==> config.mk <==
export PLATFORM = sky130hd
export DESIGN_NAME = cht_queue
export DESIGN_NICKNAME = d
export VERILOG_FILES = /design/src/rtl/cht_pkg.sv /design/src/rtl/cht_queue.sv
export SDC_FILE = /design/constraint.sdc
export NUM_CORES = 1
export LEC_CHECK = 0
export BUFFER_PORTS_ARGS = -buffer_cell sky130_fd_sc_hd__buf_2
export CAP_MARGIN = 10
export CORE_UTILIZATION = 50
export CTS_BUF_LIST = sky130_fd_sc_hd__clkbuf_16
export DETAILED_ROUTE_END_ITERATION = 16
export GPL_TIMING_DRIVEN = 0
export PLACE_DENSITY = 0.77
export SKIP_LAST_GASP = 1
export SLEW_MARGIN = 5
export SYNTH_ARGS = -nofsm -noshare
export SYNTH_HDL_FRONTEND = slang
export SYNTH_SLANG_ARGS = --single-unit
export TNS_END_PERCENT = 100
==> constraint.sdc <==
create_clock -name clk -period 11.65 [get_ports clk]
set_input_delay 1.165 -clock clk [delete_from_list [all_inputs] [get_ports clk]]
set_output_delay 1.165 -clock clk [all_outputs]
set_load 0.1 [all_outputs]
==> src/rtl/cht_pkg.sv <==
// package for the chained hash table: sizes, codes and word types
`default_nettype none
package cht_pkg;
	localparam int MAX_BUCKETS = 1024;
	localparam int MAX_ENTRIES = 4096;
	localparam int KEY_WIDTH = 32;
	localparam int HANDLE_WIDTH = 32;
	localparam int BW = $clog2(MAX_BUCKETS);
	localparam int EW = $clog2(MAX_ENTRIES);
	localparam int LW = $clog2(MAX_ENTRIES + 1);
	localparam int CW = 11;
	localparam int HW = 32;
	localparam int QDEPTH = 2;

	localparam logic CMD_INSERT = 1'b0;
	localparam logic CMD_LOOKUP = 1'b1;

	localparam logic [2:0] ST_INSERTED = 3'd0;
	localparam logic [2:0] ST_DUPLICATE = 3'd1;
	localparam logic [2:0] ST_FULL = 3'd2;
	localparam logic [2:0] ST_FOUND = 3'd3;
	localparam logic [2:0] ST_MISSING = 3'd4;

	typedef struct packed {
		logic command;
		logic [KEY_WIDTH-1:0] key_value;
		logic [HW-1:0] key_hash;
		logic [HANDLE_WIDTH-1:0] node_handle;
	} in_word_t;

	typedef struct packed {
		logic [2:0] status;
		logic [HANDLE_WIDTH-1:0] found_handle;
	} out_word_t;

	// classified job handed from front to back
	typedef struct packed {
		logic command;
		logic [KEY_WIDTH-1:0] key_value;
		logic [HANDLE_WIDTH-1:0] node_handle;
		logic [BW-1:0] bucket;
	} job_t;
endpackage
`default_nettype wire

==> src/rtl/cht_queue.sv <==
// short job queue between front and back
`default_nettype none
module cht_queue (
	input wire logic clk,
	input wire logic arst_n,
	input wire logic wr_valid,
	output logic wr_stall,
	input wire cht_pkg::job_t wr_job,
	output logic rd_valid,
	input wire logic rd_stall,
	output cht_pkg::job_t rd_job
);
	import cht_pkg::*;

	localparam int PW = $clog2(QDEPTH);

	job_t mem_q [QDEPTH];
	logic [PW-1:0] wp_q, rp_q;
	logic [PW:0] cnt_q;
	logic push, pop;

	assign wr_stall = (cnt_q == (PW+1)'(QDEPTH));
	assign rd_valid = (cnt_q != '0);
	assign rd_job = mem_q[rp_q];
	assign push = wr_valid && !wr_stall;
	assign pop = rd_valid && !rd_stall;

	// pointers and count
	always_ff @(posedge clk or negedge arst_n) begin
		if (!arst_n) begin
			wp_q <= '0;
			rp_q <= '0;
			cnt_q <= '0;
		end else begin
			if (push) wp_q <= (wp_q == PW'(QDEPTH-1)) ? '0 : wp_q + PW'(1);
			if (pop) rp_q <= (rp_q == PW'(QDEPTH-1)) ? '0 : rp_q + PW'(1);
			cnt_q <= cnt_q + (PW+1)'(push) - (PW+1)'(pop);
		end
	end

	always_ff @(posedge clk) begin
		if (push) mem_q[wp_q] <= wr_job;
	end
endmodule
`default_nettype wire

Word-level counts from Yosys, hierarchy flattened
Memories as Yosys holds them, arrays and structs flattened.
Cells that the tools add are included.

word-level totals
  register bits = 4
  RAM bits = 150
  input bits = 79
  output and inout bits = 77
  logic and storage cells = 18
  memories = 1

memory list
  memory  depth  width  rd ports  clocked after Yosys merged registers in  write ports  line             source
  mem_q   2      75     1         0                                        1            cht_queue.sv:17  job_t mem_q [QDEPTH];

operators by class
  $add $sub $neg = 4
  equality and inequality tests = 1
  multiplexer cells = 4
  reduce and logical (&&, ||, !) cells = 5

operator list
  cell                   number
  $mux W1                4
  $add A1 B1 Y1 const B  2
  $add A2 B1 Y2          1
  $eq A2 B2 Y1 const B   1
  $logic_and A1 B1 Y1    2
  $logic_not A1 Y1       2
  $reduce_bool A2 Y1     1
  $sub A2 B1 Y2          1

Longest topological paths before layout
  depth after elaboration = 5
  gate-level depth with buffers = 7
  depth with buffers taken out = 7

Worst setup path before layout
No wires, ideal clock.

  kind = in2reg
  start = in wr_valid
  end = mem mem_q[0][0] (netlist name) (enable)
  setup time = 0.509 ns
  arrival = 4.389 ns
  data required time = 11.141 ns
  setup slack = 6.752 ns
  stages = 2
  buffers on the path = 0
  cell sequence = nand2_1 -> nor2_1

on the way
  word-level cells in the longest chain between the ends = 3

ends and longest elaborated chain
  element                        line             source
  start: declaration             cht_queue.sv:6   input wire logic wr_valid,
  $logic_and A1 B1 Y1            cht_queue.sv:25  assign push = wr_valid && !wr_stall;
  $mux W1                        cht_queue.sv:42  if (push) mem_q[wp_q] <= wr_job;
  $mux W1 (implied by the code)  cht_queue.sv:42
  end: declaration               cht_queue.sv:17

Every way passes these cells.

==> flow_summary.json <==
{
  "end_kind": "output pin",
  "synthAdderAreaFrac": 0.00434,
  "syn_area_per_cell_um2": 23.0,
  "drv_slew": 0,
  "yosysSeqAreaShare": 0.798,
  "cts_buffers": 17,
  "ys_types": 17,
  "rsz0062_at_grt": "false",
  "worstSetupPathType": "flip-flop to output pin",
  "hold_path_class": "flip-flop to flip-flop",
  "wl_per_cell_um": 17.1,
  "status": "complete, no violations",
  "grt-ovfl-total": 0,
  "synthSimpleGateAreaFrac": 0.00607,
  "worstPathArrival_ps": 1840,
  "cts_sinks": 154,
  "antenna_found_initial": 0,
  "fin_crit_ps": 3000,
  "synthMuxAreaShare": 0.172,
  "gp_congestion": 0.660,
  "grt_pass1_wl_mm": 14.9,
  "setup_viol": 0,
  "synth_compound_area_frac": 0,
  "cts_root_buffer": "clkbuf_16",
  "place_hpwl_mm": 6.48,
  "yosys_warnings": 0,
  "hold_buffers": 0,
  "cts.clk_slew.worst_paths_ps": 60,
  "final_nets": 509,
  "worstPathMaxFanout": 10,
  "cts_buffer_depth": 2,
  "drv_cap": 0,
  "cts_tree": "yes",
  "layout_common_cells": "158 x buf_2, 150 x edfxtp_1, 40 x mux2_4, 35 x mux2_2, 17 x clkbuf_16",
  "cts_resized": 0,
  "portBuffers": 155,
  "initial_core_util": 0.523,
  "fmax_mhz": 333,
  "synth_area_um2": 5770,
  "ios": 156,
  "cp-start-kind": "flip-flop",
  "synthCells": 251,
  "min_period_over_period": 0.258,
  "avgViaCountPerCell": 4.96,
  "num_vias": 2883,
  "clock_latency_ps": 400,
  "ant_nets": 0,
  "drtPass1Iterations": 6,
  "first_iter_violations": 136,
  "die_area_um2": 12000,
  "cp.required_ps": 10490,
  "cts.htree.levels": 4,
  "relSlewSlack": 0.491,
  "synth_top_family_by_area": "multiplexers",
  "coreArea_um2": 11000,
  "die_y_um": 109,
  "cts_setup_buffers": 0,
  "syn2layout_area_growth_pct": 27.4,
  "layout-drive-gt1-share": 0.615,
  "synth-seq-cells": 154,
  "die_w_um": 109,
  "finalHoldViolations": 0,
  "worstMarginPinSlew_ps": 762,
  "synth_xor_xnor_area_share": 0.00607,
  "rows": 38,
  "track_usage": 0.170,
  "routed_wl_mm": 9.92,
  "syn_nets": 332,
  "diodes": 0,
  "final_common_cell": "buf_2",
  "final.setup.tns_ps": 0,
  "grt_start_max_net_pins": 47,
  "grt_pass1_vias": 3095,
  "drc": 0,
  "finClkSkew_ps": 8.25
}
cells in the mapped netlist (all sizes together):
master	count	share of area
buf	8	0.012
edfxtp	150	0.78
nand2	1	0.00065
inv	2	0.0013
xor2	1	0.0015
xnor2	3	0.0046
or2	1	0.0011
nand2b	1	0.0011
and3	1	0.0011
ha	2	0.0043
nor2	1	0.00065
mux2	75	0.17
nor2b	1	0.0015
dfrtp	4	0.017
sequential cells by signal (all words and copies together) (netlist names):
register	count
mem_q	150
cnt_q	2
wp_q	1
rp_q	1
routing by layer:
layer / GRT usage / vias to the layer above / share of wire
li1: - / 1345 / -
met1: 0.205 / 1419 / 0.42
met2: 0.289 / 112 / 0.51
met3: 0.0563 / 7 / 0.069
met4: 0.0581 / 0 / 0.0065
met5: 0 / - / 0
kinds of logic (layout without fill, tap and decap cells):
kind of cell	Yosys count	after routing
flops	154	154
fa+ha+maj	2	2
xor+xnor	4	4
simple gates	6	6
buf+inv	10	200
mux	75	75
worst max-delay path: stages (launching register included):
cell	delay [ps]
dfrtp_1	370
buf_4	240
buf_6	210
mux2_4	320
buf_2	290
path summary, 6_finish.rpt:
| kind | from | endpoint | slack (ps) | depth (start not counted) |
|---|---|---|---|---|
| hold reg to reg | cnt_q[1] | cnt_q[1] | 510 | 1 |
| hold / removal | cnt_q[1] | cnt_q[1] | 510 | 1 |
| setup reg to reg | cnt_q[1] | mem_q[0][27] | 9740 | 4 |
| setup / recovery | rp_q | rd_job[23] | 8650 | 4 |
| min in group asynchronous | arst_n | rp_q | 560 | 1 |
| max in group asynchronous | arst_n | wp_q | 10960 | 1 |
metrics by stage:
| stage | utilization | setup slack [ps] | cells | instance area (um2) | hold slack (ps) |
|---|---|---|---|---|---|
| after global routing | 0.666 | 8560 | 581 | 7350 | 521 |
| after detailed placement | 0.616 | 9030 | 549 | 6800 | 498 |
| final | 0.666 | 8650 | 581 | 7350 | 510 |
| after CTS | 0.666 | 8610 | 581 | 7350 | 510 |
| after global placement | 0.609 | 5050 | 546 | 6720 | 476 |
| after floorplan | - | 6750 | 251 | 5770 | 460 |
cell type report:
| cell class | instances | area [um2] |
|---|---|---|
| fillers | 780 | 3680 |
| flip-flops and latches | 154 | 4600 |
| plain buffers | 8 | 67.6 |
| well taps | 140 | 175 |
| multi-input cells | 87 | 1100 |
| clock inverters | 15 | 125 |
| repair buffers | 158 | 843 |
| clock buffers | 17 | 425 |
| inverters | 2 | 7.51 |
Power is not shown: default switching activity piles up to over one toggle a cycle in this logic, so the estimate is an artifact.
