===== src/rtl/cht_pkg.sv =====
// package for the chained hash table: sizes, codes and word types
`default_nettype none
package cht_pkg;
	localparam int MAX_BUCKETS = 1024;
	localparam int MAX_ENTRIES = 4096;
	localparam int KEY_WIDTH = 32;
	localparam int HANDLE_WIDTH = 32;
	localparam int BW = $clog2(MAX_BUCKETS);
	localparam int EW = $clog2(MAX_ENTRIES);
	localparam int LW = $clog2(MAX_ENTRIES + 1);
	localparam int CW = 11;
	localparam int HW = 32;
	localparam int QDEPTH = 2;

	localparam logic CMD_INSERT = 1'b0;
	localparam logic CMD_LOOKUP = 1'b1;

	localparam logic [2:0] ST_INSERTED = 3'd0;
	localparam logic [2:0] ST_DUPLICATE = 3'd1;
	localparam logic [2:0] ST_FULL = 3'd2;
	localparam logic [2:0] ST_FOUND = 3'd3;
	localparam logic [2:0] ST_MISSING = 3'd4;

	typedef struct packed {
		logic command;
		logic [KEY_WIDTH-1:0] key_value;
		logic [HW-1:0] key_hash;
		logic [HANDLE_WIDTH-1:0] node_handle;
	} in_word_t;

	typedef struct packed {
		logic [2:0] status;
		logic [HANDLE_WIDTH-1:0] found_handle;
	} out_word_t;

	// classified job handed from front to back
	typedef struct packed {
		logic command;
		logic [KEY_WIDTH-1:0] key_value;
		logic [HANDLE_WIDTH-1:0] node_handle;
		logic [BW-1:0] bucket;
	} job_t;
endpackage
`default_nettype wire


===== src/rtl/cht_front.sv =====
// front end: accepts words and reduces the hash to a bucket by restoring division
`default_nettype none
module cht_front (
	input wire logic clk,
	input wire logic arst_n,
	input wire logic [cht_pkg::CW-1:0] bucket_count,
	input wire logic in_valid,
	output logic in_stall,
	input wire cht_pkg::in_word_t in_word,
	output logic job_valid,
	input wire logic job_stall,
	output cht_pkg::job_t job
);
	import cht_pkg::*;

	localparam int SW = $clog2(HW + 1);

	logic busy_q, done_q;
	logic [SW-1:0] cnt_q;
	logic [HW-1:0] quo_q;
	logic [CW:0] rem_q;
	logic [CW-1:0] div_q;
	in_word_t word_q;
	logic [CW-1:0] div_eff;
	logic [CW:0] trial;

	// clamp bucket count into range
	always_comb begin
		div_eff = bucket_count;
		if (bucket_count == '0) div_eff = CW'(1);
		if (bucket_count > CW'(MAX_BUCKETS)) div_eff = CW'(MAX_BUCKETS);
	end

	assign in_stall = busy_q | done_q;
	assign trial = {rem_q[CW-1:0], quo_q[HW-1]};
	assign job_valid = done_q;
	assign job.command = word_q.command;
	assign job.key_value = word_q.key_value;
	assign job.node_handle = word_q.node_handle;
	assign job.bucket = rem_q[BW-1:0];

	// one remainder bit per cycle
	always_ff @(posedge clk or negedge arst_n) begin
		if (!arst_n) begin
			busy_q <= 1'b0;
			done_q <= 1'b0;
			cnt_q <= '0;
		end else begin
			if (in_valid && !in_stall) begin
				busy_q <= 1'b1;
				cnt_q <= SW'(HW);
			end else if (busy_q) begin
				cnt_q <= cnt_q - SW'(1);
				if (cnt_q == SW'(1)) begin
					busy_q <= 1'b0;
					done_q <= 1'b1;
				end
			end else if (done_q && !job_stall) begin
				done_q <= 1'b0;
			end
		end
	end

	always_ff @(posedge clk) begin
		if (in_valid && !in_stall) begin
			word_q <= in_word;
			quo_q <= in_word.key_hash;
			rem_q <= '0;
			div_q <= div_eff;
		end else if (busy_q) begin
			quo_q <= {quo_q[HW-2:0], 1'b0};
			if (trial >= {1'b0, div_q}) rem_q <= trial - {1'b0, div_q};
			else rem_q <= trial;
		end
	end
endmodule
`default_nettype wire


===== config.mk =====
export PLATFORM = sky130hd
export DESIGN_NAME = cht_front
export DESIGN_NICKNAME = d
export VERILOG_FILES = /design/src/rtl/cht_pkg.sv /design/src/rtl/cht_front.sv
export SDC_FILE = /design/constraint.sdc
export NUM_CORES = 1
export LEC_CHECK = 0
export BUFFER_PORTS_ARGS = -buffer_cell sky130_fd_sc_hd__buf_4
export CORE_MARGIN = 4
export CORE_UTILIZATION = 50
export CTS_CLUSTER_DIAMETER = 80
export DETAILED_ROUTE_END_ITERATION = 8
export PLACE_DENSITY = 0.91
export SETUP_SLACK_MARGIN = 0.1
export SLEW_MARGIN = 20
export SYNTH_ARGS = -nofsm -noshare
export SYNTH_HDL_FRONTEND = slang
export SYNTH_SLANG_ARGS = --single-unit

===== constraint.sdc =====
create_clock -name clk -period 4.2 [get_ports clk]
set_input_delay 0.21 -clock clk [delete_from_list [all_inputs] [get_ports clk]]
set_output_delay 0.21 -clock clk [all_outputs]
set_load 0.01 [all_outputs]

# Word-level counts from Yosys, hierarchy flattened
# Cells that the tools add are included.
# totals
regBits,127
in_bits,112
out_inout_bits,77
wordCells,39
# op_classes
addsub,2
order_cmp,2
eq_ne,2
muxes,12
bitwise_logic,2
n_reduce_logical,9
# op_table
op,count
32-bit two-way mux,2
11-bit two-way mux,2
12-bit by 11-bit >= comparator with 1-bit output,1
6-bit two-way mux,2
11-bit greater-than comparator (second input constant),1
11-bit logical NOT,1
11-bit subtractor,1
6-bit by 1-bit == test with 1-bit output (second input constant),1
1-bit two-way mux,6
6-bit by 1-bit subtractor with 6-bit output (second input constant),1
2-bit nonzero test,2
3-bit AND reduction,1
1-bit logical AND,2
1-bit logical NOT,2
2-bit by 1-bit != test with 1-bit output (second input constant),1
2-bit OR reduction,1
1-bit inverter,1
1-bit bitwise OR,1

# Depth between registers and ports, before layout
# Gate-level depths: netlist of run 1.
# depth
ltp_word,5
mapped_depth,10
depth_no_buf,9

# Worst setup path after synthesis of run 1
# OpenSTA, ideal clock, no wires.
# synth_timing
path_type,register to register
startpoint,register busy_q
endpoint,register cnt_q[1]
setup_time_ns,0.270
arrival_ns,3.426
t_required_ns,3.930
setup_slack_ns,0.504
path_stages_with_launch,7
path_buffers,2
period_less_slack_ns,3.696
cell_sequence,dfrtp_1 buf_2 nor2_1 nand2_1 inv_2 buf_1 o22ai_1
# synth_via
elab_chain_cells,4
elab_cells_between_ends,5
classes_between,mux (1); bitwise (1); reduce/logical (3)
# synth_lines
element,line,source
from (decl),cht_front.sv:18,"logic busy_q, done_q;"
from (signal assigned),cht_front.sv:45,busy_q <= 1'b0;
from (signal assigned),cht_front.sv:50,busy_q <= 1'b1;
from (signal assigned),cht_front.sv:55,busy_q <= 1'b0;
1-bit bitwise OR,cht_front.sv:34,assign in_stall = busy_q | done_q;
1-bit logical NOT,cht_front.sv:49,if (in_valid && !in_stall) begin
1-bit logical AND,cht_front.sv:49,
6-bit two-way mux or 2-bit nonzero test (tied branches),--,
to (signal assigned),cht_front.sv:51,cnt_q <= SW'(HW);
to (signal assigned),cht_front.sv:53,cnt_q <= cnt_q - SW'(1);
to (decl),cht_front.sv:19,logic [SW-1:0] cnt_q;
# Several ways; a longest one is shown, not always the timed one.
# A chain may end at the register's enable or synchronous reset.

# Worst setup path in the final report of run 1
# layout_timing
startpoint,register quo_q[31]
endpoint,register rem_q[5]
# layout_via
elab_chain_cells,2
elab_cells_between_ends,3
classes_between,add/sub (1); order compare (1); mux (1)
# layout_lines
element,line,source
from (decl),cht_front.sv:20,logic [HW-1:0] quo_q;
from (signal assigned),cht_front.sv:67,quo_q <= in_word.key_hash;
from (signal assigned),cht_front.sv:71,"quo_q <= {quo_q[HW-2:0], 1'b0};"
11-bit subtractor or 12-bit by 11-bit >= comparator with 1-bit output (tied branches),cht_front.sv:72,"if (trial >= {1'b0, div_q}) rem_q <= trial - {1'b0, div_q};"
11-bit two-way mux *,cht_front.sv:72,
to (signal assigned),cht_front.sv:72,
to (signal assigned),cht_front.sv:73,else rem_q <= trial;
to (decl),cht_front.sv:21,logic [CW:0] rem_q;
# Every way passes the cells marked *; elsewhere a longest branch is shown, timed or not.

==> results of run 1 <==
==> state kept, by name, indices dropped and copies added, names as in the netlist <==
name       flops
busy_q         1
cnt_q          6
div_q         11
job           65
job_valid      1
quo_q         32
rem_q         11
==> cell type report <==
| type | instances | share of cell area |
|---|---|---|
| flip-flops and latches | 127 | 0.438 |
| repair buffers | 296 | 0.297 |
| multi-input cells | 250 | 0.172 |
| clock buffers | 19 | 0.0504 |
| well taps | 136 | 0.0203 |
| clock inverters | 13 | 0.0141 |
| inverters | 18 | 0.00838 |
==> worst reg2reg max path: stages (launching register included) <==
cell and delay, ns:
edfxtp_1 0.37, inv_1 0.05, ha_1 0.23, fa_1 0.40, nand2b_2 0.21, a21oi_2 0.17
o2111a_2 0.25, o2111ai_2 0.31, a2111oi_0 0.47, a311o_1 0.17
==> power breakdown <==
part	leakage [nW]	internal, mW	switching (mW)
sequential	1.25	1.36	0
combinational	2.17	0.130	0.0516
clock	0.264	0.786	0.578
==> repair_timing <==
action / 4_1_cts / 5_1_grt
hold buffers: 103 / 0
setup buffers: 0 / 0
resized for setup: 0 / 0
endpoints found under the hold margin: 110 / 0
==> routing by layer <==
layer	track usage	share of wire
met3	0.102	0.087
met2	0.552	0.52
met5	0	0
met4	0.120	0.040
met1	0.346	0.35
==> cells by family (layout without fill, tap and decap cells) <==
kind of cell / count (synthesis) / count (layout) / share of synthesized area
flip-flops: 127 / 127 / 0.689
adder cells (fa/ha/maj): 14 / 14 / 0.0344
AND/OR/NAND/NOR: 171 / 171 / 0.141
XOR/XNOR: 6 / 6 / 0.00988
multiplexers: 1 / 1 / 0.00188
AO/OA/AOI/OAI: 58 / 58 / 0.0840
buffers and inverters: 44 / 346 / 0.0402
==> worst max-delay path by stage <==
stage / startpoint / slack, ns / cells past startpoint / end
floorplan: busy_q / 0.50 / 6 / cnt_q[1]
global placement: quo_q[31] / 1.66 / 9 / rem_q[5]
detailed placement: quo_q[31] / 1.55 / 9 / rem_q[5]
CTS: quo_q[31] / 1.55 / 9 / rem_q[5]
global route: quo_q[31] / 1.28 / 9 / rem_q[5]
finish: quo_q[31] / 1.51 / 9 / rem_q[5]
==> metrics by stage <==
step	cell area (um^2)	power, mW	worst slack [ns]
floorplan	5320	1.39	0.504
global placement	6790	1.47	1.66
detailed placement	6790	1.48	1.55
CTS	8360	2.86	1.55
global route	8360	2.98	1.28
finish	8360	2.91	1.51
==> cell usage in the layout (no fill, tap or decap), types with 6 or more instances in the layout <==
cell type	count
dlygate4sd3_1	103
a21oi_1	12
nand2_1	110
nor2b_1	11
o21ai_0	9
ha_1	13
a311o_1	6
edfxtp_1	108
inv_1	17
buf_4	193
dfrtp_1	8
clkinv_4	6
and3_1	10
nor2_1	16
clkbuf_16	16
dfxtp_1	11
==> impl_metrics.csv, run 1 <==
group,metric,value,unit
synth,post_synth_most_frequent_cells,"nand2_1, edfxtp_1, inv_1, nor2_1, ha_1",
global_routing,grt_use_total,0.311,
cts,cts.path.max_buffers,2,
finish,final_layout_size_suffix_gt1_frac,0.321,
cts,clk_latency,0.52,ns
floorplanning,chipHeight,111,um
setup_path,arrival,3.15,ns
pwr,power.density,348,nW/um^2
detailed_routing,firstDrtPassIters,5,
synth,synth.net_count,547,
floorplanning,start_util,0.515,
setup_path,reg2reg_depth,9,
sta,setup_tns,0,ns
run,max_cap_viol_count,0,
finish,final_nets,836,
synth,post_synth_inst_count,421,
hold_path,worst_hold_startpoint,"bucket_count[9]",
setup_path,highest_cell_delay_on_the_worst_timing_path,0.47,ns
setup_path,worstPathBufferInverterCount,1,
global_routing,grt_remaining_overflow,0,
global_routing,initial_antenna_violation_count,0,
detailed_routing,ant_nets,0,
setup_path,critical_path.slowest_cell,"a2111oi_0",
hold_path,worstHoldPathType,"input pin to register",
synth,yosysUniqueCellTypes,53,
setup_path,critPathLaunchType,"register",
finish,fin_cells,859,
sta,finish_stage_setup_viols,0,
sta,min_period_over_period,0.640,
setup_path,timing.critical_path.max_delay_family,"compound AO/OA/AOI/OAI gates",
sta,max_slew.worst_pin.slew,0.685,ns
pwr,static-leakage-power,3.68,nW
finish,n_antenna_cell,0,
finish,multi_input_area,1440,um^2
synth,synth.cell_area,5320,um^2
finish,area_delta_synth_final,57.3,%
placed_design,port_buffers,188,
hold_path,hold_end,"div_q[9]",
sta,holdWs,0.0195,ns
floorplanning,design.portCount,189,
setup_path,worst_r2r_endpoint,"rem_q[5]",
sta,final.min_clock_period,2.69,ns
global_routing,grt_pass1_wl,29.2,mm
synth,postSynth.asyncResetShare,0.0630,
detailed_routing,detail_route.wirelength,18.8,mm
sta,slew_headroom,0.543,
detailed_routing,via_count,4656,
sta,count_of_pins_over_their_slew_limit,0,
synth,fraction_of_the_yosys_area_taken_by_sequential_cells,0.689,
synth,yosysMostFrequentCell,"nand2_1",
sta,report.final.hold_viol_count,0,
detailed_routing,detail_route.drc_violations,0,
cts,tritoncts_num_sinks,127,
finish,seq_area,3660,um^2
detailed_routing,routed_wl_per_cell,21.9,um
setup_path,cp_cell_sequence,"inv_1, ha_1, fa_1, nand2b_2, a21oi_2, o2111a_2, o2111ai_2, a2111oi_0, a311o_1",
setup_path,endpoint_kind,"register",
setup_path,worstPathMaxFanout,11,
placed_design,dpl.cell_count,724,
synth,yosys-top-cells-area,"edfxtp_1, nand2_1, dfxtp_1",
floorplanning,die_footprint,12300,um^2
finish,layout.core_utilization,0.810,
sta,fmax,372,MHz
setup_path,timing_worst_setup_path_type,"register to register",
cts,ctsHtreeMaxLevel,4,
sta,rsz0062_at_grt,"no",
cts,clockRootBuffer,"clkbuf_8",
floorplanning,placeableCoreArea,10300,um^2
synth,yosysWarningCount,0,
global_routing,largest_net_degree_at_the_start_of_global_routing,62,
setup_path,launch_instance_of_the_worst_register_to_register_path,"quo_q[31]",
floorplanning,chipWidth,111,um
synth,most_instantiated_flip_flop_cell_in_the_synthesis_netlist,"edfxtp_1",
finish,fillers,467,
hold_path,whs_path_depth,2,
synth,yosys.area.top_type,"edfxtp_1",
detailed_routing,post_drt_via_cell_ratio,5.42,
outcome,result_of_the_run,"completed",
synth,synth.top_cell.area_share,0.610,
global_routing,vias_in_the_first_global_route,5041,
synth,synth_enable_flop_cells,108,
placed_design,dp_hpwl,9.90,mm
synth,synth_area_per_cell,12.6,um^2
cts,numCtsBuffers,17,
synth,ys_seq_elements,127,
floorplanning,std_cell_rows,37,
setup_path,reg2reg_setup_slack,1.51,ns
placed_design,place.gp.congestion,0.844,
sta,finalClockSkew,0.00882,ns
pwr,vdd_drop_max,0.246,mV
setup_path,required,4.66,ns
cts,cts_tree,"yes",
cts,clk_pin_slew_worst_setup_hold_paths,0.06,ns
detailed_routing,drt_first_iter_violations,432,
(Power assumes the default switching activity.)
==> run 2, diff against run 1 <==
- clock period: 4.2 -> 2.8 ns (I/O delays scaled with it)
==> run 2 against run 1 <==
  * Register-to-register slack got worse by 1.4 ns
  * Non-clock buffer count increased by 11
  * Via count increased by 5.4%
  * Critical path depth unchanged
  * Final cell count increased by 1.6%
  * Global-route usage increased by 1.6 points
  * Worst setup slack got worse by 1.4 ns
  * Wire length increased by 6.0%
  * Clock power increased by 62%
  * Sequential share of layout area decreased by 0.91 points
  * Largest cell class unchanged
  * Highest routed layer unchanged
==> impl_metrics.csv, run 2 (synthesis results as in run 1) <==
group,metric,value,unit
floorplanning,die_footprint,12300,um^2
setup_path,worstPathMaxFanout,6,
setup_path,worstPathBufferInverterCount,1,
finish,area_delta_synth_final,60.6,%
detailed_routing,detail_route.drc_violations,0,
setup_path,endpoint_kind,"register",
sta,setup_tns,0,ns
cts,cts_setup_buffers,0,
sta,min_period_over_period,0.953,
finish,seq_area,3660,um^2
sta,report.final.hold_viol_count,0,
sta,max_slew.worst_pin.slew,0.608,ns
finish,largest_register_ff_count,65,
cts,cts.path.max_buffers,2,
sta,fmax,375,MHz
floorplanning,start_util,0.515,
finish,fin_cells,873,
finish,final_layout_size_suffix_gt1_frac,0.316,
floorplanning,std_cell_rows,37,
detailed_routing,detail_route.wirelength,19.9,mm
finish,layout.cells.most_common,"buf_4",
cts,tritoncts_num_sinks,127,
setup_path,reg2reg_setup_slack,0.13,ns
setup_path,highest_cell_delay_on_the_worst_timing_path,0.41,ns
placed_design,detailed_place.area,6820,um^2
setup_path,timing_worst_setup_path_type,"register to register",
sta,count_of_pins_over_their_slew_limit,0,
setup_path,critical_path.most_common_cell,"o2111a_2",
sta,finalClockSkew,0.00914,ns
detailed_routing,ant_nets,0,
cts,ctsHtreeMaxLevel,4,
pwr,static-leakage-power,3.75,nW
setup_path,cp_cell_sequence,"inv_1, ha_1, fa_1, nand2b_2, a21oi_2, o2111a_2, o2111a_2, nor2_2, a311o_1",
setup_path,arrival,3.06,ns
detailed_routing,via_count,4909,
global_routing,vias_in_the_first_global_route,5249,
global_routing,largest_net_degree_at_the_start_of_global_routing,112,
hold_path,worstHoldPathType,"input pin to register",
cts,clk_latency,0.52,ns
floorplanning,chipHeight,111,um
floorplanning,placeableCoreArea,10300,um^2
placed_design,dpl.cell_count,726,
detailed_routing,routed_wl_per_cell,22.8,um
finish,fillers,465,
global_routing,initial_antenna_violation_count,3,
cts,cts_tree,"yes",
placed_design,port_buffers,188,
finish,layout_cell_area_excl_fill,8540,um^2
floorplanning,design.portCount,189,
placed_design,place_worst_setup_slack,0.241,ns
pwr,power.density,530,nW/um^2
detailed_routing,drt_first_iter_violations,465,
sta,final.min_clock_period,2.67,ns
cts,clockRootBuffer,"clkbuf_8",
run,max_cap_viol_count,0,
placed_design,place.gp.congestion,0.860,
finish,final_nets,847,
detailed_routing,firstDrtPassIters,5,
sta,rsz0062_at_grt,"yes",
setup_path,required,3.19,ns
pwr,vdd_drop_max,0.442,mV
global_routing,grt_pass1_wl,30.6,mm
setup_path,timing.critical_path.max_delay_family,"compound AO/OA/AOI/OAI gates",
sta,slew_headroom,0.591,
pwr,report.power.total,4.53,mW
setup_path,critPathLaunchType,"register",
floorplanning,chipWidth,111,um
cts,clk_pin_slew_worst_setup_hold_paths,0.06,ns
finish,multi_input_area,1450,um^2
cts,numCtsBuffers,17,
global_routing,grt_use_total,0.326,
placed_design,dp_hpwl,9.74,mm
sta,finish_stage_setup_viols,0,
setup_path,critical_path.slowest_cell,"fa_1",
detailed_routing,post_drt_via_cell_ratio,5.62,
sta,setup_ws,0.132,ns
global_routing,grt_remaining_overflow,0,
finish,most_frequent_cells_in_the_layout,"buf_4, dlygate4sd3_1, nand2_1",
outcome,result_of_the_run,"completed",
[run 2: cell count changes in the layout (fill, tap and decap cells not counted), moves of 2 or more]
cell | before | now
dlygate4sd3_1 | 103 | 112
clkinv_4 | 6 | 0
clkbuf_8 | 1 | 6
diode_2 | 0 | 3
clkbuf_1 | 2 | 4
[run 2: path summary, 6_finish.rpt]
kind	start	endpoint	cells past startpoint
min reg2reg	rem_q[10]	rem_q[10]	2
min	in_valid	busy_q	4
min in group asynchronous	arst_n	busy_q	3
max	quo_q[31]	rem_q[5]	9
max in group asynchronous	arst_n	cnt_q[0]	3
max reg2reg	quo_q[31]	rem_q[5]	9
[run 2: final cells by class]
cell class / instances / share of cell area
Sequential cell: 127 / 0.429
Timing Repair Buffer: 307 / 0.304
Multi-Input combinational cell: 250 / 0.170
Clock buffer: 26 / 0.0583
Tap cell: 136 / 0.0199
Clock inverter: 6 / 0.00952
Inverter: 18 / 0.00821
Antenna cell: 3 / 0.000879
[run 2: worst register-to-register path, delay by kind of cell (launching register included)]
| family | cells | cell delay [ns] |
|---|---|---|
| AO/OA/AOI/OAI | 4 | 1.16 |
| adder cells (fa/ha/maj) | 2 | 0.64 |
| buffers and inverters | 1 | 0.06 |
| flip-flops | 1 | 0.37 |
| AND/OR/NAND/NOR | 2 | 0.33 |
[run 2: per-layer routing]
layer,track usage,vias to the layer above,part of all wire
met5,0,-,0
met4,0.137,0,0.043
met3,0.0912,62,0.095
met2,0.566,386,0.50
met1,0.381,2348,0.36
li1,-,2113,-
[run 2: report_power, final]
part / leakage [nW] / switching [mW] / internal (mW)
Clock: 0.283 / 0.814 / 1.38
Sequential: 1.25 / 0 / 2.04
Combinational: 2.22 / 0.0836 / 0.203
[run 2: stage by stage]
stage / hold slack (ns) / util
2_1_floorplan: -0.156 / -
5_1_grt: 0.191 / 0.827
3_5_place_dp: -0.0376 / 0.661
6_report: 0.183 / 0.827
3_3_place_gp: -0.0400 / 0.661
4_1_cts: 0.106 / 0.825
[run 2: repair_timing]
action,CTS,global route
gates resized for setup,0,2
endpoints found under the hold margin,117,0
setup endpoints to repair,0,4
hold buffers,112,0
==> run 3, diff against run 2 <==
- RECOVER_POWER: unset -> 25
==> run 3 against run 2 <==
  * Total power is essentially flat
  * Fmax shrank 0.29%
  * Die area is the same
==> impl_metrics.csv, run 3 (synthesis results as in run 1) <==
group,metric,value,unit
cts,clk_pin_slew_worst_setup_hold_paths,0.06,ns
detailed_routing,ant_nets,0,
sta,min_period_over_period,0.956,
setup_path,worstPathMaxFanout,6,
sta,finalClockSkew,0.00931,ns
outcome,result_of_the_run,"completed",
sta,final.min_clock_period,2.68,ns
global_routing,grt_remaining_overflow,0,
floorplanning,design.portCount,189,
finish,layout.cells.most_common,"buf_4",
detailed_routing,drt_first_iter_violations,504,
cts,numCtsBuffers,17,
detailed_routing,routed_wl_per_cell,22.9,um
setup_path,worst_setup_path_endpoint,"rem_q[5]",
cts,cts_setup_buffers,0,
detailed_routing,detail_route.wirelength,20.0,mm
cts,cts.path.max_buffers,2,
setup_path,critPathLaunchType,"register",
run,max_cap_viol_count,0,
sta,report.final.hold_viol_count,0,
setup_path,endpoint_kind,"register",
hold_path,worstHoldPathType,"input pin to register",
global_routing,largest_net_degree_at_the_start_of_global_routing,112,
setup_path,reg2reg_setup_slack,0.12,ns
setup_path,worst_r2r_endpoint,"rem_q[5]",
finish,layout.core_utilization,0.824,
sta,fmax,374,MHz
finish,most_frequent_cells_in_the_layout,"buf_4, dlygate4sd3_1, nand2_1",
cts,cts_tree,"yes",
finish,final_layout_size_suffix_gt1_frac,0.302,
sta,finish_stage_setup_viols,0,
floorplanning,chipWidth,111,um
pwr,vdd_drop_max,0.443,mV
cts,clockRootBuffer,"clkbuf_8",
global_routing,grt_use_total,0.326,
setup_path,launch_instance_of_the_worst_register_to_register_path,"quo_q[31]",
setup_path,reg2reg_depth,9,
floorplanning,chipHeight,111,um
sta,count_of_pins_over_their_slew_limit,0,
placed_design,place.gp.congestion,0.860,
sta,rsz0062_at_grt,"yes",
detailed_routing,via_count,4943,
setup_path,timing_worst_setup_path_type,"register to register",
floorplanning,die_footprint,12300,um^2
finish,area_delta_synth_final,59.9,%
floorplanning,placeableCoreArea,10300,um^2
sta,slew_headroom,0.584,
cts,tritoncts_num_sinks,127,
sta,max_slew.worst_pin.slew,0.624,ns
detailed_routing,firstDrtPassIters,5,
sta,setup_tns,0,ns
placed_design,dp_hpwl,9.74,mm
floorplanning,start_util,0.515,
finish,final_nets,847,
global_routing,grt_pass1_wl,30.6,mm
detailed_routing,post_drt_via_cell_ratio,5.66,
setup_path,required,3.19,ns
setup_path,arrival,3.07,ns
global_routing,initial_antenna_violation_count,3,
pwr,static-leakage-power,3.70,nW
cts,ctsHtreeMaxLevel,4,
finish,largest_register_ff_count,65,
cts,clk_latency,0.52,ns
floorplanning,std_cell_rows,37,
detailed_routing,detail_route.drc_violations,0,
setup_path,timing.critical_path.from,"quo_q[31]",
global_routing,vias_in_the_first_global_route,5249,
pwr,power.density,532,nW/um^2
placed_design,port_buffers,188,
-- run 3: cell types whose count changed in the layout (fill, tap and decap cells not counted) --
cell,previous run,this run
buf_4,194,127
clkbuf_4,0,57
clkbuf_1,4,14
-- run 3: how the worst min path moves through the flow --
stage	startpoint	to	cells past startpoint
2_1_floorplan	arst_n	busy_q	0
3_3_place_gp	arst_n	job_valid	1
3_5_place_dp	arst_n	job_valid	1
4_1_cts	in_valid	busy_q	4
5_1_grt	in_valid	busy_q	4
6_report	in_valid	busy_q	4
-- run 3: where the power goes --
part           internal [mW]  switching, mW
registers               2.04              0
clock network           1.38          0.821
logic                  0.194         0.0825
total                   3.62          0.904
-- run 3: layout make-up --
cell class,count,area (um^2)
Sequential cell,127,3660
Timing Repair Buffer,307,2560
Fill cell,478,1820
Multi-Input combinational cell,250,1450
Clock buffer,26,498
Tap cell,136,170
Clock inverter,6,81.3
Inverter,18,70.1
Antenna cell,3,7.51
-- run 3: timing repair --
action                                 in CTS  in global routing
gates resized for setup                     0                  2
hold buffers                              112                  0
endpoints found under the hold margin     117                  0
setup endpoints to repair                   0                  4
-- run 3: stage by stage --
stage	cell area [um^2]	cells	worst slack [ns]	hold slack (ns)	total power, mW
3_5_place_dp	6820	726	0.241	-0.0376	2.21
2_1_floorplan	5330	421	0.254	-0.156	2.09
6_report	8500	873	0.124	0.181	4.52
3_3_place_gp	6820	726	0.317	-0.0400	2.21
4_1_cts	8520	870	0.207	0.106	4.46
5_1_grt	8500	873	0.0203	0.191	4.62
-- run 3: worst max-delay path, stage by stage (launching register included) --
cell and delay, ns:
edfxtp_1 0.37, inv_1 0.06, ha_1 0.23, fa_1 0.42, nand2b_2 0.23, a21oi_2 0.21
o2111a_2 0.28, o2111a_2 0.28, nor2_2 0.11, a311o_1 0.37
-- run 3: routing by layer --
layer | routed length, um | global-route usage | vias up
met3 | 1910 | 0.0912 | 75
met2 | 10000 | 0.566 | 401
li1 | - | - | 2113
met4 | 922 | 0.137 | 0
met5 | 0 | 0 | -
met1 | 7120 | 0.381 | 2354
